<file path="src/rtl/core/ccst_pkg.sv">
`timescale 1ns / 1ps

package ccst_pkg;

    localparam int CHAR_WIDTH = 16;
    localparam int QUEUE_DEPTH = 4;
    localparam int QPTR_W = $clog2(QUEUE_DEPTH);
    localparam int MAX_EVENTS = 3;

    localparam logic [CHAR_WIDTH-1:0] CH_LPAREN = CHAR_WIDTH'('h28);
    localparam logic [CHAR_WIDTH-1:0] CH_RPAREN = CHAR_WIDTH'('h29);
    localparam logic [CHAR_WIDTH-1:0] CH_SEMI   = CHAR_WIDTH'('h3B);
    localparam logic [CHAR_WIDTH-1:0] CH_QUOTE  = CHAR_WIDTH'('h22);
    localparam logic [CHAR_WIDTH-1:0] CH_BSLASH = CHAR_WIDTH'('h5C);
    localparam logic [CHAR_WIDTH-1:0] CH_COMMA  = CHAR_WIDTH'('h2C);

    localparam logic [2:0] EV_NAME_CHAR = 3'd0;
    localparam logic [2:0] EV_NAME_DONE = 3'd1;
    localparam logic [2:0] EV_ARG_BEGIN = 3'd2;
    localparam logic [2:0] EV_ARG_CHAR  = 3'd3;
    localparam logic [2:0] EV_ARG_END   = 3'd4;
    localparam logic [2:0] EV_CMD_END   = 3'd5;
    localparam logic [2:0] EV_PARSE_END = 3'd6;

    localparam logic [2:0] ERR_NONE     = 3'd0;
    localparam logic [2:0] ERR_NO_OPEN  = 3'd1;
    localparam logic [2:0] ERR_NO_CLOSE = 3'd2;
    localparam logic [2:0] ERR_NO_SEMI  = 3'd3;
    localparam logic [2:0] ERR_STRAY    = 3'd4;

    typedef struct packed {
        logic [2:0]            kind;
        logic [CHAR_WIDTH-1:0] ch;
        logic [2:0]            err;
    } event_t;

    // all events caused by one input character
    typedef struct packed {
        logic [1:0]                  cnt;
        event_t [MAX_EVENTS-1:0]     ev;
    } bundle_t;

    function automatic logic is_space(input logic [CHAR_WIDTH-1:0] c);
        return (c == CHAR_WIDTH'('h20)) || (c >= CHAR_WIDTH'('h09) && c <= CHAR_WIDTH'('h0D));
    endfunction

    function automatic logic is_alpha(input logic [CHAR_WIDTH-1:0] c);
        return (c >= CHAR_WIDTH'('h41) && c <= CHAR_WIDTH'('h5A))
            || (c >= CHAR_WIDTH'('h61) && c <= CHAR_WIDTH'('h7A));
    endfunction

endpackage

</file>
<file path="src/rtl/core/ccst_front.sv">
`timescale 1ns / 1ps

module ccst_front
    import ccst_pkg::*;
(
    input  logic                  clk,
    input  logic                  rst_n,
    input  logic                  accept,
    input  logic [CHAR_WIDTH-1:0] char_code,
    input  logic                  end_of_text,
    output logic                  bundle_valid,
    output bundle_t               bundle
);

    typedef enum logic [6:0] {
        PH_IDLE  = 7'b0000001,
        PH_NAME  = 7'b0000010,
        PH_ARGS  = 7'b0000100,
        PH_STR   = 7'b0001000,
        PH_STRBS = 7'b0010000,
        PH_CLOSE = 7'b0100000,
        PH_ERR   = 7'b1000000
    } phase_t;

    phase_t     phase_reg, phase_next;
    logic [2:0] err_reg, err_next;

    always_comb
    begin
        logic [1:0] n;
        n          = 2'd0;
        bundle     = '0;
        phase_next = phase_reg;
        err_next   = err_reg;

        unique case (phase_reg)
            PH_IDLE:
            begin
                if (is_space(char_code))
                begin
                end
                else if (is_alpha(char_code))
                begin
                    bundle.ev[n] = '{EV_NAME_CHAR, char_code, ERR_NONE};
                    n = n + 2'd1;
                    phase_next = PH_NAME;
                end
                else
                begin
                    if (err_next == ERR_NONE) err_next = ERR_NO_OPEN;
                    phase_next = PH_ERR;
                end
            end
            PH_NAME:
            begin
                if (is_alpha(char_code))
                begin
                    bundle.ev[n] = '{EV_NAME_CHAR, char_code, ERR_NONE};
                    n = n + 2'd1;
                end
                else if (char_code == CH_LPAREN)
                begin
                    bundle.ev[n] = '{EV_NAME_DONE, '0, ERR_NONE};
                    n = n + 2'd1;
                    phase_next = PH_ARGS;
                end
                else
                begin
                    if (err_next == ERR_NONE) err_next = ERR_NO_OPEN;
                    phase_next = PH_ERR;
                end
            end
            PH_ARGS:
            begin
                if (is_space(char_code) || char_code == CH_COMMA)
                begin
                end
                else if (char_code == CH_QUOTE)
                begin
                    bundle.ev[n] = '{EV_ARG_BEGIN, '0, ERR_NONE};
                    n = n + 2'd1;
                    phase_next = PH_STR;
                end
                else if (char_code == CH_RPAREN)
                begin
                    phase_next = PH_CLOSE;
                end
                else
                begin
                    if (err_next == ERR_NONE) err_next = ERR_STRAY;
                    phase_next = PH_ERR;
                end
            end
            PH_STR, PH_STRBS:
            begin
                if (phase_reg == PH_STRBS && char_code == CH_QUOTE)
                begin
                    // escaped quote
                    bundle.ev[n] = '{EV_ARG_CHAR, CH_QUOTE, ERR_NONE};
                    n = n + 2'd1;
                    phase_next = PH_STR;
                end
                else
                begin
                    if (phase_reg == PH_STRBS)
                    begin
                        // lone backslash stays literal
                        bundle.ev[n] = '{EV_ARG_CHAR, CH_BSLASH, ERR_NONE};
                        n = n + 2'd1;
                    end
                    if (char_code == CH_QUOTE)
                    begin
                        bundle.ev[n] = '{EV_ARG_END, '0, ERR_NONE};
                        n = n + 2'd1;
                        phase_next = PH_ARGS;
                    end
                    else if (char_code == CH_BSLASH)
                    begin
                        phase_next = PH_STRBS;
                    end
                    else
                    begin
                        bundle.ev[n] = '{EV_ARG_CHAR, char_code, ERR_NONE};
                        n = n + 2'd1;
                        phase_next = PH_STR;
                    end
                end
            end
            PH_CLOSE:
            begin
                if (is_space(char_code))
                begin
                end
                else if (char_code == CH_SEMI)
                begin
                    bundle.ev[n] = '{EV_CMD_END, '0, ERR_NONE};
                    n = n + 2'd1;
                    phase_next = PH_IDLE;
                end
                else
                begin
                    if (err_next == ERR_NONE) err_next = ERR_NO_SEMI;
                    phase_next = PH_ERR;
                end
            end
            default:
            begin
                phase_next = PH_ERR;
            end
        endcase

        if (end_of_text)
        begin
            unique case (phase_next)
                PH_NAME:
                begin
                    if (err_next == ERR_NONE) err_next = ERR_NO_OPEN;
                end
                PH_ARGS, PH_STR:
                begin
                    if (err_next == ERR_NONE) err_next = ERR_NO_CLOSE;
                end
                PH_STRBS:
                begin
                    bundle.ev[n] = '{EV_ARG_CHAR, CH_BSLASH, ERR_NONE};
                    n = n + 2'd1;
                    if (err_next == ERR_NONE) err_next = ERR_NO_CLOSE;
                end
                PH_CLOSE:
                begin
                    if (err_next == ERR_NONE) err_next = ERR_NO_SEMI;
                end
                default:
                begin
                end
            endcase
            bundle.ev[n] = '{EV_PARSE_END, '0, err_next};
            n = n + 2'd1;
            phase_next = PH_IDLE;
            err_next   = ERR_NONE;
        end

        bundle.cnt   = n;
        bundle_valid = accept && (n != 2'd0);
    end

    always_ff @(posedge clk or negedge rst_n)
    begin
        if (!rst_n)
        begin
            phase_reg <= PH_IDLE;
            err_reg   <= ERR_NONE;
        end
        else if (accept)
        begin
            phase_reg <= phase_next;
            err_reg   <= err_next;
        end
    end

endmodule

</file>
<file path="src/rtl/core/ccst_queue.sv">
`timescale 1ns / 1ps

module ccst_queue
    import ccst_pkg::*;
(
    input  logic    clk,
    input  logic    rst_n,
    input  logic    wr_en,
    input  bundle_t wr_data,
    input  logic    rd_en,
    output bundle_t rd_data,
    output logic    q_full,
    output logic    q_empty
);

    bundle_t           mem_reg [QUEUE_DEPTH];
    logic [QPTR_W-1:0] wr_ptr_reg, wr_ptr_next;
    logic [QPTR_W-1:0] rd_ptr_reg, rd_ptr_next;
    logic [QPTR_W:0]   count_reg, count_next;

    assign q_full  = (count_reg == (QPTR_W+1)'(QUEUE_DEPTH));
    assign q_empty = (count_reg == '0);
    assign rd_data = mem_reg[rd_ptr_reg];

    always_comb
    begin
        wr_ptr_next = wr_ptr_reg + QPTR_W'(wr_en);
        rd_ptr_next = rd_ptr_reg + QPTR_W'(rd_en);
        count_next  = count_reg + (QPTR_W+1)'(wr_en) - (QPTR_W+1)'(rd_en);
    end

    always_ff @(posedge clk or negedge rst_n)
    begin
        if (!rst_n)
        begin
            wr_ptr_reg <= '0;
            rd_ptr_reg <= '0;
            count_reg  <= '0;
        end
        else
        begin
            wr_ptr_reg <= wr_ptr_next;
            rd_ptr_reg <= rd_ptr_next;
            count_reg  <= count_next;
        end
    end

    always_ff @(posedge clk)
    begin
        if (wr_en)
        begin
            mem_reg[wr_ptr_reg] <= wr_data;
        end
    end

endmodule

</file>
<file path="src/rtl/core/ccst_back.sv">
`timescale 1ns / 1ps

module ccst_back
    import ccst_pkg::*;
(
    input  logic                  clk,
    input  logic                  rst_n,
    input  bundle_t               head,
    input  logic                  q_empty,
    input  logic                  pop,
    output logic                  deq,
    output logic [2:0]            event_kind,
    output logic [CHAR_WIDTH-1:0] char_out,
    output logic [2:0]            error_code,
    output logic                  final_res
);

    logic [1:0] idx_reg, idx_next;
    event_t     cur;
    logic       take;

    assign cur        = head.ev[idx_reg];
    assign event_kind = cur.kind;
    assign char_out   = cur.ch;
    assign error_code = cur.err;
    assign final_res  = (idx_reg == head.cnt - 2'd1);
    assign take       = pop && !q_empty;
    // release the bundle once its last event transfers
    assign deq        = take && final_res;

    always_comb
    begin
        idx_next = idx_reg;
        if (take)
        begin
            idx_next = final_res ? 2'd0 : idx_reg + 2'd1;
        end
    end

    always_ff @(posedge clk or negedge rst_n)
    begin
        if (!rst_n)
        begin
            idx_reg <= 2'd0;
        end
        else
        begin
            idx_reg <= idx_next;
        end
    end

endmodule

</file>
<file path="src/rtl/core/command_call_syntax_tokenizer.sv">
// Channel   | Direction | Transfer when    | Payload
// ----------+-----------+------------------+---------------------------------------------
// input     | in        | push && !full    | char_code, end_of_text
// result    | out       | pop && !empty    | event_kind, char_out, error_code, final_res
//
// One character is taken per cycle while the queue is not full; the front parser updates
// its phase in that cycle and writes one to three events as one bundle into a four-entry
// queue (none for a character with no events). Results leave one per cycle while pop is
// high, so a character with three events holds the back end for three transfers; full
// rises only when the queue holds four pending bundles. Reset (rst_n low, asynchronous)
// returns the parser to idle with no error and empties the queue.
`timescale 1ns / 1ps

module command_call_syntax_tokenizer
    import ccst_pkg::*;
(
    input  logic                  clk,
    input  logic                  rst_n,
    input  logic                  push,
    output logic                  full,
    input  logic [CHAR_WIDTH-1:0] char_code,
    input  logic                  end_of_text,
    output logic                  empty,
    input  logic                  pop,
    output logic [2:0]            event_kind,
    output logic [CHAR_WIDTH-1:0] char_out,
    output logic [2:0]            error_code,
    output logic                  final_res
);

    logic    accept;
    logic    bundle_valid;
    bundle_t bundle;
    bundle_t head;
    logic    q_full;
    logic    q_empty;
    logic    deq;

    assign accept = push && !q_full;
    assign full   = q_full;
    assign empty  = q_empty;

    ccst_front u_front (
        .clk          (clk),
        .rst_n        (rst_n),
        .accept       (accept),
        .char_code    (char_code),
        .end_of_text  (end_of_text),
        .bundle_valid (bundle_valid),
        .bundle       (bundle)
    );

    ccst_queue u_queue (
        .clk     (clk),
        .rst_n   (rst_n),
        .wr_en   (bundle_valid),
        .wr_data (bundle),
        .rd_en   (deq),
        .rd_data (head),
        .q_full  (q_full),
        .q_empty (q_empty)
    );

    ccst_back u_back (
        .clk        (clk),
        .rst_n      (rst_n),
        .head       (head),
        .q_empty    (q_empty),
        .pop        (pop),
        .deq        (deq),
        .event_kind (event_kind),
        .char_out   (char_out),
        .error_code (error_code),
        .final_res  (final_res)
    );

endmodule

</file>
<file path="config.mk">
export PLATFORM = sky130hd
export DESIGN_NAME = command_call_syntax_tokenizer
export DESIGN_NICKNAME = d
export VERILOG_FILES = /design/src/rtl/core/ccst_pkg.sv /design/src/rtl/core/ccst_front.sv /design/src/rtl/core/ccst_queue.sv /design/src/rtl/core/ccst_back.sv /design/src/rtl/core/command_call_syntax_tokenizer.sv
export SDC_FILE = /design/constraint.sdc
export NUM_CORES = 1
export LEC_CHECK = 0
export BUFFER_PORTS_ARGS = -buffer_cell sky130_fd_sc_hd__buf_4
export CAP_MARGIN = 10
export CORE_MARGIN = 2
export CORE_UTILIZATION = 25
export CTS_BUF_LIST = sky130_fd_sc_hd__clkbuf_4
export CTS_CLUSTER_DIAMETER = 150
export DETAILED_ROUTE_END_ITERATION = 8
export PLACE_DENSITY = 0.47
export RECOVER_POWER = 25
export SLEW_MARGIN = 5
export SYNTH_ARGS = -nofsm -noshare
export SYNTH_HDL_FRONTEND = slang
export SYNTH_SLANG_ARGS = --single-unit
</file>
<file path="constraint.sdc">
create_clock -name clk -period 9.8 [get_ports clk]
set_clock_uncertainty 0.2 [all_clocks]
set_input_delay 0.49 -clock clk [delete_from_list [all_inputs] [get_ports clk]]
set_output_delay 0.49 -clock clk [all_outputs]
set_load 0.01 [all_outputs]
</file>
==> results of run 1 <==
-- logic make-up after synthesis --
kind of cell | Yosys count
XOR/XNOR | 11
multiplexers | 77
adder cells (fa/ha/maj) | 13
buffers and inverters | 59
AND/OR/NAND/NOR | 177
flip-flops | 227
AO/OA/AOI/OAI | 94
-- where the power goes --
part	total [mW]	internal, mW	switching (mW)	leakage, nW
logic	0.839	0.378	0.462	1.53
clock network	0.813	0.427	0.386	0.474
registers	1.25	1.17	0.0876	2.22
-- cell usage after synthesis (6+ instances only) --
cell type,n,area (um^2)
clkbuf_1,23,86.33
and2_1,12,75.07
inv_1,19,71.32
nand3b_1,6,45.04
nand3_1,9,45.04
a21oi_1,25,125.1
xor2_1,7,61.31
nor3_1,13,65.06
mux4_2,52,1171
ha_1,12,150.1
o22ai_1,8,50.05
o21ai_0,18,90.09
buf_2,10,50.05
and3_1,18,112.6
nand2b_1,9,56.30
edfxtp_1,208,6246
nand2_1,25,93.84
dfrtp_1,18,450.4
nor2_1,36,135.1
mux2i_1,24,240.2
-- layer usage --
| layer | routed length [um] | vias to the layer above |
|---|---|---|
| met5 | 0 | - |
| met4 | 419 | 0 |
| met3 | 1129 | 40 |
| met2 | 12600 | 149 |
| met1 | 11970 | 3162 |
| li1 | - | 2845 |
-- timing repair --
| action | in CTS | in global routing |
|---|---|---|
| gates resized for setup | 0 | 0 |
| endpoints found under the hold margin | 76 | 0 |
| hold buffers | 12 | 0 |
-- worst min-delay path by stage --
stage,start,to,slack [ns],depth (start not counted)
finish,push,u_front.phase_reg[0],0.08,4
CTS,char_code[5],u_queue.mem_reg[3][8],0.01,2
global route,push,u_front.phase_reg[0],0.04,4
detailed placement,rst_n,u_queue.count_reg[1],0.20,1
floorplan,rst_n,u_back.idx_reg[0],-0.006,0
global placement,rst_n,u_queue.count_reg[2],0.20,1
-- metrics by stage --
stage                     hold WS, ns  worst slack (ns)
after floorplan             -0.005591             1.722
after global placement         0.1992             3.629
after detailed placement       0.1954             3.583
after CTS                     0.01055             3.704
after global routing          0.03603             2.507
final                         0.07526             3.116
-- layout make-up --
class / count / share of cell area, %
clock inverters: 20 / 0.7850
inverters: 20 / 0.6301
flip-flops and latches: 227 / 55.52
clock buffers: 91 / 5.640
repair buffers: 69 / 3.688
multi-input cells: 372 / 28.20
well taps: 532 / 5.495
diodes: 2 / 0.04132
-- worst min-delay path: stages --
cell     delay [ns]
buf_4          0.11
nor2b_1        0.17
o21ai_0        0.11
nand2_1        0.07
==> impl_results.md, run 1 <==
* Max transition margin at -80.60%
* CTS tree: done
* Synth Area in XOR/XNOR at 0.9264%
* H-tree depth at 2
* Register area at 6725 um^2
* Worst Reg-to-Reg Cells at 9
* Area Overhead vs Synth at 16.47%
* Area of the multi-input gates at 3416 um^2
* Cell variety after synth at 80
* Final setup viols at 0
* Setup crit end: u_queue.mem_reg[2][46]
* GRT Overall Usage at 12.02%
* Cell Rows at 74
* Simple-Gate Fraction of Synth Area at 10.29%
* Crit-path max FO at 48
* FFs w/ async S/R, synth at 8.370%
* Setup bufs post-CTS at 0
* Core Util, Final at 29.60%
* Average wire per standard cell at 19.59 um
* Clock Path Buffers at 3
* Cell family with most CP delay: simple AND/OR/NAND/NOR gates
* DRC at 0
* Commonest cells after routing, fill and taps aside: edfxtp_1 (208), clkbuf_4 (91), mux4_2 (52)
* Initial antenna violation count at 1
* Worst path slowest cell: nor4_1
* Root buf cell: clkbuf_4
* Vias in the first global route at 6,574
* Ys flop type: edfxtp_1
* Worst setup path startpoint: char_code[8]
* Setup TNS Final at 0 ns
* Crit. End Element: flop
* Reg2Reg Setup Slack at 3.28 ns
* Area of the die at 43,250 um^2
* RR Endpoint: u_queue.count_reg[1]
* Pin count of the biggest net entering global routing at 53
* ANT nets after route at 0
* WS Path Type: primary input to flop
* Nets at 785
* Core area at 40,920 um^2
* Clock latency on the worst-skew pair at 0.71 ns
* Commonest non-fill, non-tap cell in the layout: edfxtp_1
* Adder-cell share of the synthesized area at 1.636%
* Number of synthesized register bits at 227
* Worst path depth at 17
* Total CTS buffers at 61
* GRT overflow at 0
* RSZ-0062 raised after global routing: false
* Vias/cell at 4.648
* Boundary Pins at 46
* Drt pass-1 iters at 6
* First-pass GRT wire length at 39.74 mm
* 1st-iter DRT viols at 335
* Grt peak-use layer: met2
* Post-Syn Instances at 658
* Routability cong. at 0.8674
* Status: complete, but fails checks
* Highest cell delay on the worst timing path at 0.94 ns
* Worst hold path class: primary input to flop
* Hold Fails Final Rpt at 0
* CP Cell Sequence: dlygate4sd3_1 > clkbuf_1 > nor4_1 > nand2_2 > or4b_1 > ha_1 > o21a_1 > a211oi_1 > nand2_1 > inv_1 > ha_1 > a21oi_1 > ha_1 > a31o_2 > and3_1 > nor3_2 > buf_4
* Starting Density at 25.41%
* Yosys warns at 0
* Slew @ Worst Pin at 2.709 ns
* M2 GR Usage at 19.50%
* Post-synthesis mux area share at 13.68%
* Clock tree sinks at 227
* Port bufs at 45
* Lkg Pwr at 4.222 nW
* Post-synth EDFFs at 208
* Final Cycle Share at 68.21%
* Required time of the worst setup path at 9.90 ns
* Failing checks: max-capacitance violations, max-slew violations
* Max-cap violation count at 2
* Post-detail-place hpwl at 16.39 mm
* Vias at 6,196
* Total Power at 2.905 mW
* Clock-pin slew on the worst setup and hold paths at 0.06 ns
* Syn_nets at 692
* Post-Place Cells at 1,208
* Worst path arrival time at 6.79 ns
* Post-Syn Area per Cell at 15.81 um^2
* Final Non-Filler Cells at 1,333
* Share of cells above drive strength 1 at 27.03%
* Met3 GRT Util at 2.491%
* GRT met1 Usage at 16.21%
* CP dominant cell by count: ha_1
* Worst vdd ir at 0.09528 mV
* Sequential share of the synthesized area at 64.64%
* Slew Limit Fails at 56
* Max Freq at 149.6 MHz
* Synth Area in Compound Gates at 6.388%
* Fill count at 4,171
* WL final at 26.11 mm
* Final worst path period need at 6.684 ns
* Largest family of logic cells by synthesized area: multiplexers
* Chip width at 208.0 um
* Placed cell area at 11,350 um^2
* Nature of the critical path startpoint: primary input
* Buf/Inv on CP at 4
* PwrDens at 239.8 nW/um^2
* Post-layout instance area at 12,110 um^2
* Syn Std Cell Area at 10,400 um^2
* Die Ht at 208.0 um
* Worst R2R Start: u_queue.rd_ptr_reg[0]
* Number of flip-flops in the largest register at 208
(Power assumes the default switching activity.)
==> run 2, diff against run 1 <==
- clock period: 9.8 -> 6.4 ns (I/O delays scaled with it)
==> impl_results.md, run 2 (same netlist as run 1, synthesis figures left out) <==
* Cell Rows at 74 (unchanged)
* Worst hold path class: primary input to flop
* Average wire per standard cell at 19.16 um (-2.2%)
* WL final at 25.74 mm (-1.4%)
* Final Cycle Share at 88.15%
* Setup bufs post-CTS at 0 (unchanged)
* Nets at 796 (+1.4%)
* Area of the multi-input gates at 3428 um^2 (+0.37%)
* Buf/Inv on CP at 3 (-1)
* Pin count of the biggest net entering global routing at 53 (unchanged)
* RSZ-0062 raised after global routing: false
* Setup crit end: u_queue.count_reg[1]
* Chip width at 208.0 um (unchanged)
* Commonest cells after routing, fill and taps aside: edfxtp_1 (208), clkbuf_4 (103), mux4_2 (52)
* Clock latency on the worst-skew pair at 0.64 ns (-0.07 ns)
* Slew @ Worst Pin at 1.607 ns (-1.102 ns)
* GRT Overall Usage at 12.03% (about the same)
* Clock tree sinks at 227 (unchanged)
* Starting Density at 25.41% (unchanged)
* Post-Place Cells at 1,208 (unchanged)
* Commonest non-fill, non-tap cell in the layout: edfxtp_1
* First-pass GRT wire length at 39.79 mm (+0.10%)
* PwrDens at 375.5 nW/um^2 (+57%)
* Slew Limit Fails at 40 (-29%)
* CP Cell Sequence: dlygate4sd3_1 > clkbuf_1 > nor4_4 > nand2_1 > or4b_1 > ha_1 > o21a_1 > a211oi_1 > nand2_1 > inv_1 > ha_1 > a21oi_1 > ha_1 > a31o_2 > and3_1 > nor3_1 > ha_1 > fa_1
* Routability cong. at 0.8486 (-2.2%)
* Max-cap violation count at 1 (-1)
* Setup TNS Final at 0 ns (unchanged)
* Vias in the first global route at 6,540 (-0.52%)
* Clock Path Buffers at 3 (unchanged)
* Total CTS buffers at 66 (+8.2%)
* Root buf cell: clkbuf_4
* Vias at 6,209 (+0.21%)
* Max Freq at 177.3 MHz
* Die Ht at 208.0 um (unchanged)
* Register area at 6725 um^2 (unchanged)
* Status: complete, but fails checks
* Worst path slowest cell: or4b_1
* Post-CTS Hold Fix Bufs at 18 (+6)
* Fill count at 4,156 (-0.36%)
* Share of cells above drive strength 1 at 27.90% (+0.87 points)
* 1st-iter DRT viols at 396 (+18%)
* Worst path depth at 18 (+1)
* Vias/cell at 4.623 (-0.54%)
* Port bufs at 45 (unchanged)
* Failing checks: max-capacitance violations, max-slew violations
* Max transition margin at -7.149% (+73 points)
* GRT overflow at 0 (unchanged)
* Cell family with most CP delay: simple AND/OR/NAND/NOR gates
* CTS tree: done
* Nature of the critical path startpoint: primary input
* Drt pass-1 iters at 4 (-2)
* Worst path arrival time at 5.93 ns (-0.86 ns)
* Post-detail-place hpwl at 16.13 mm (-1.6%)
* Number of flip-flops in the largest register at 208 (unchanged)
* Area of the die at 43,250 um^2 (unchanged)
* Core area at 40,920 um^2 (unchanged)
* Worst vdd ir at 0.2511 mV (+160%)
* Final worst path period need at 5.642 ns
* Worst setup path startpoint: char_code[8]
* Final setup viols at 0 (unchanged)
* Highest cell delay on the worst timing path at 0.70 ns (-0.24 ns)
* WS Path Type: primary input to flop
* Boundary Pins at 46 (unchanged)
* Final Non-Filler Cells at 1,343 (+0.75%)
* Hold Fails Final Rpt at 0 (unchanged)
* Reg2Reg Setup Slack at 1.18 ns (-2.10 ns)
* Clock-pin slew on the worst setup and hold paths at 0.07 ns (about the same)
* Worst R2R Start: u_front.phase_reg[1]
* H-tree depth at 3 (+1)
* Crit. End Element: flop
* Required time of the worst setup path at 6.69 ns (-3.21 ns)
* CP dominant cell by count: ha_1
* DRC at 0 (unchanged)
* Initial antenna violation count at 1 (unchanged)
* ANT nets after route at 0 (unchanged)
* Resize count post-CTS at 0 (unchanged)
* Lkg Pwr at 4.307 nW (+2.0%)
* Worst Reg-to-Reg Cells at 16 (+7)
* Area Overhead vs Synth at 18.71%
* Crit-path max FO at 6 (-88%)
* RR Endpoint: u_queue.count_reg[1]
-- run 2: changes by cell type in the layout (fill, tap and decap cells not counted), moves of 2 or more --
cell	delta
buf_12	+4
clkinv_1	-4
clkinv_2	-7
clkbuf_4	+12
buf_4	-4
dlygate4sd3_1	+6
bufinv_16	+2
-- run 2: cell type report --
cell class | count | share of cell area (%)
antenna | 1 | 0.02027
tap | 532 | 5.392
multi-input combinational | 372 | 27.77
clock buffer | 103 | 6.263
sequential | 227 | 54.47
inverter | 20 | 0.6182
timing repair buffer | 75 | 4.520
clock inverter | 13 | 0.9425
-- run 2: metal layers --
| layer | vias up | GRT usage (%) | wire (um) | share of wire, % |
|---|---|---|---|---|
| li1 | 2872 | - | - | - |
| met1 | 3147 | 16.74 | 12130 | 47 |
| met2 | 144 | 18.55 | 12020 | 47 |
| met3 | 46 | 2.687 | 1037 | 4.0 |
| met4 | 0 | 4.109 | 548 | 2.1 |
| met5 | - | 0 | 0 | 0 |
-- run 2: where the power goes --
group / total (mW) / internal (mW) / switching, mW
clock network: 1.42 / 0.812 / 0.610
registers: 1.91 / 1.78 / 0.122
logic: 1.31 / 0.586 / 0.721
total: 4.64 / 3.18 / 1.45
-- run 2: tightest hold or removal path, stage by stage --
cell and delay [ns]:
buf_4 0.16, nand2_1 0.09, a21oi_1 0.13
-- run 2: worst min path at each step --
stage | start | to | slack, ns | cells after the start
after floorplan | rst_n | u_back.idx_reg[0] | -0.18 | 0
after global placement | rst_n | u_queue.count_reg[0] | 0.04 | 1
after detailed placement | rst_n | u_queue.count_reg[0] | 0.04 | 1
after CTS | char_code[4] | u_queue.mem_reg[2][7] | 0.0006 | 3
after global routing | char_code[3] | u_queue.mem_reg[2][6] | 0.03 | 3
final | char_code[3] | u_queue.mem_reg[2][6] | 0.06 | 3
-- run 2: stage by stage --
| step | total power, mW | hold WS (ns) | util, % | instance area (um^2) | setup WS (ns) |
|---|---|---|---|---|---|
| 6_report | 4.636 | 0.05886 | 30.17 | 12350 | 0.7585 |
| 5_1_grt | 4.919 | 0.02508 | 30.17 | 12350 | 0.4184 |
| 4_1_cts | 4.834 | 0.0006284 | 30.48 | 12470 | 0.9315 |
| 3_5_place_dp | 3.383 | 0.03641 | 27.86 | 11400 | 0.8385 |
| 3_3_place_gp | 3.374 | 0.03539 | 27.86 | 11400 | 0.9160 |
| 2_1_floorplan | 2.835 | -0.1756 | - | 10400 | -1.576 |
==> run 3, diff against run 2 <==
- SLEW_MARGIN: 5 -> not set
- clock period: 6.4 -> 5.8 ns (I/O delays scaled with it)
==> impl_results.md, run 3 (same netlist as run 1, synthesis figures left out) <==
* Status: complete, but fails checks
* Failing checks: max-capacitance violations, max-slew violations
* Share of cells above drive strength 1 at 27.37% (-0.53 points)
* WS Path Type: primary input to flop
* CP dominant cell by count: ha_1
* Slew @ Worst Pin at 1.870 ns (+0.2627 ns)
* Setup ws final at 0.3200 ns (-0.4384 ns)
* Core area at 40,920 um^2 (unchanged)
* Drt pass-1 iters at 5 (+1)
* Chip width at 208.0 um (unchanged)
* Starting Density at 25.41% (unchanged)
* Average wire per standard cell at 19.37 um (+1.1%)
* GRT Overall Usage at 12.14% (+0.10 points)
* Clock tree sinks at 227 (unchanged)
* Root buf cell: clkbuf_4
* Crit. End Element: flop
* Vias/cell at 4.610 (-0.28%)
* Slew Limit Fails at 28 (-30%)
* Vias at 6,196 (-0.21%)
* WL final at 26.03 mm (+1.1%)
* Worst vdd ir at 0.1975 mV (-21%)
* Post-layout instance area at 12,400 um^2 (+0.46%)
* Clock-pin slew on the worst setup and hold paths at 0.06 ns (about the same)
* Worst path depth at 19 (+1)
* Min-Delay Path Depth at 1 (-2)
* Required time of the worst setup path at 6.14 ns (-0.55 ns)
* Final setup viols at 0 (unchanged)
* Commonest non-fill, non-tap cell in the layout: edfxtp_1
* 1st-iter DRT viols at 390 (-1.5%)
* Max transition margin at -24.66% (-18 points)
* Hold Fails Final Rpt at 0 (unchanged)
* Area of the die at 43,250 um^2 (unchanged)
* Crit-path max FO at 6 (unchanged)
* Max-cap violation count at 1 (unchanged)
* RSZ-0062 raised after global routing: false
* ANT nets after route at 0 (unchanged)
* Clock latency on the worst-skew pair at 0.69 ns (+0.05 ns)
* CTS tree: done
* Post-Place Cells at 1,213 (+0.41%)
* Die Ht at 208.0 um (unchanged)
* DP Worst Slack at 0.3528 ns (-0.4857 ns)
* Buf/Inv on CP at 4 (+1)
* GRT overflow at 0 (unchanged)
* Boundary Pins at 46 (unchanged)
* Vias in the first global route at 6,559 (+0.29%)
* Setup TNS Final at 0 ns (unchanged)
* Final Non-Filler Cells at 1,344 (+0.074%)
* Worst path slowest cell: dlygate4sd3_1
* Post-detail-place hpwl at 16.54 mm (+2.5%)
* Final Cycle Share at 94.48%
* Total CTS buffers at 60 (-9.1%)
* Highest cell delay on the worst timing path at 0.61 ns (-0.09 ns)
* Number of flip-flops in the largest register at 208 (unchanged)
* Pin count of the biggest net entering global routing at 53 (unchanged)
* Nature of the critical path startpoint: primary input
* Clock Path Buffers at 3 (unchanged)
* DRC at 0 (unchanged)
* Worst hold path class: flop to flop
* Commonest cells after routing, fill and taps aside: edfxtp_1 (208), clkbuf_4 (94), mux4_2 (52)
* H-tree depth at 2 (-1)
* Worst hold margin at 0.3362 ns (+0.2774 ns)
* Max Freq at 182.5 MHz
* PwrDens at 397.5 nW/um^2 (+5.8%)
* Port bufs at 45 (unchanged)
* CP Cell Sequence: dlygate4sd3_1 > buf_4 > nor4_4 > dlygate4sd3_1 > nand2_1 > or4b_1 > ha_1 > o21a_1 > a211oi_4 > nand2_2 > inv_1 > ha_1 > a21oi_1 > ha_1 > a31o_2 > and3_1 > nor3_2 > ha_1 > fa_1
* First-pass GRT wire length at 40.13 mm (+0.87%)
* Cell family with most CP delay: simple AND/OR/NAND/NOR gates
* Lkg Pwr at 4.305 nW (about the same)
* Initial antenna violation count at 2 (+1)
* Worst Reg-to-Reg Cells at 15 (-1)
* Placed cell area at 11,470 um^2 (+0.55%)
* Cell Rows at 74 (unchanged)
* Final worst path period need at 5.480 ns
* Nets at 803 (+0.88%)
* Routability cong. at 0.8496 (+0.12%)
* Worst path arrival time at 5.82 ns (-0.11 ns)
* Area Overhead vs Synth at 19.25%
run 3: changes by cell type in the layout (fill, tap and decap cells not counted), moves of 2 or more:
| cell | previous run | this run |
|---|---|---|
| nor3_4 | 0 | 4 |
| bufinv_16 | 2 | 0 |
| clkbuf_1 | 26 | 28 |
| clkbuf_4 | 103 | 94 |
| clkinv_4 | 2 | 0 |
| inv_6 | 0 | 2 |
| buf_4 | 26 | 30 |
| nor3_2 | 6 | 3 |
| a211oi_4 | 0 | 2 |
| dlygate4sd3_1 | 18 | 23 |
| buf_12 | 4 | 6 |
run 3: repair_timing:
action                                 CTS  global route
resized for setup                        0             4
setup endpoints to repair                0           200
hold buffers                            23             0
buffers inserted                         0             3
endpoints found under the hold margin  155             0
run 3: final timing paths:
kind                                    endpoint             startpoint  slack (ns)
max                         u_queue.count_reg[1]           char_code[9]        0.32
min                        u_queue.wr_ptr_reg[1]  u_queue.wr_ptr_reg[1]        0.34
max reg2reg                 u_queue.count_reg[1]   u_front.phase_reg[1]        0.93
min reg2reg                u_queue.wr_ptr_reg[1]  u_queue.wr_ptr_reg[1]        0.34
max in group asynchronous      u_back.idx_reg[0]                  rst_n        3.47
min in group asynchronous   u_front.phase_reg[0]                  rst_n        0.48
run 3: final cells by class:
| class | instances | area [um^2] |
|---|---|---|
| Tap cell | 532 | 665.6 |
| Fill cell | 4137 | 28520 |
| Inverter | 20 | 87.58 |
| Clock buffer | 94 | 705.7 |
| Timing Repair Buffer | 88 | 685.7 |
| Antenna cell | 1 | 2.502 |
| Sequential cell | 227 | 6725 |
| Multi-Input combinational cell | 372 | 3481 |
| Clock inverter | 10 | 48.80 |
run 3: power by group:
group          leakage (nW)  switching (mW)  internal, mW
clock                 0.456           0.636         0.730
sequential             2.21           0.172          1.97
combinational          1.64           0.760         0.663
run 3: per-stage QoR:
stage | util, % | power [mW]
CTS | 30.42 | 5.137
floorplan | - | 3.120
global placement | 28.02 | 3.725
finish | 30.30 | 4.929
detailed placement | 28.02 | 3.738
global route | 30.30 | 5.245
run 3: routing by layer:
| metal | vias to the layer above | share of wire [%] | global-route usage [%] |
|---|---|---|---|
| li1 | 2872 | - | - |
| met2 | 144 | 47 | 19.49 |
| met5 | - | 0 | 0 |
| met4 | 0 | 1.9 | 3.864 |
| met3 | 44 | 5.0 | 2.687 |
| met1 | 3136 | 46 | 16.34 |
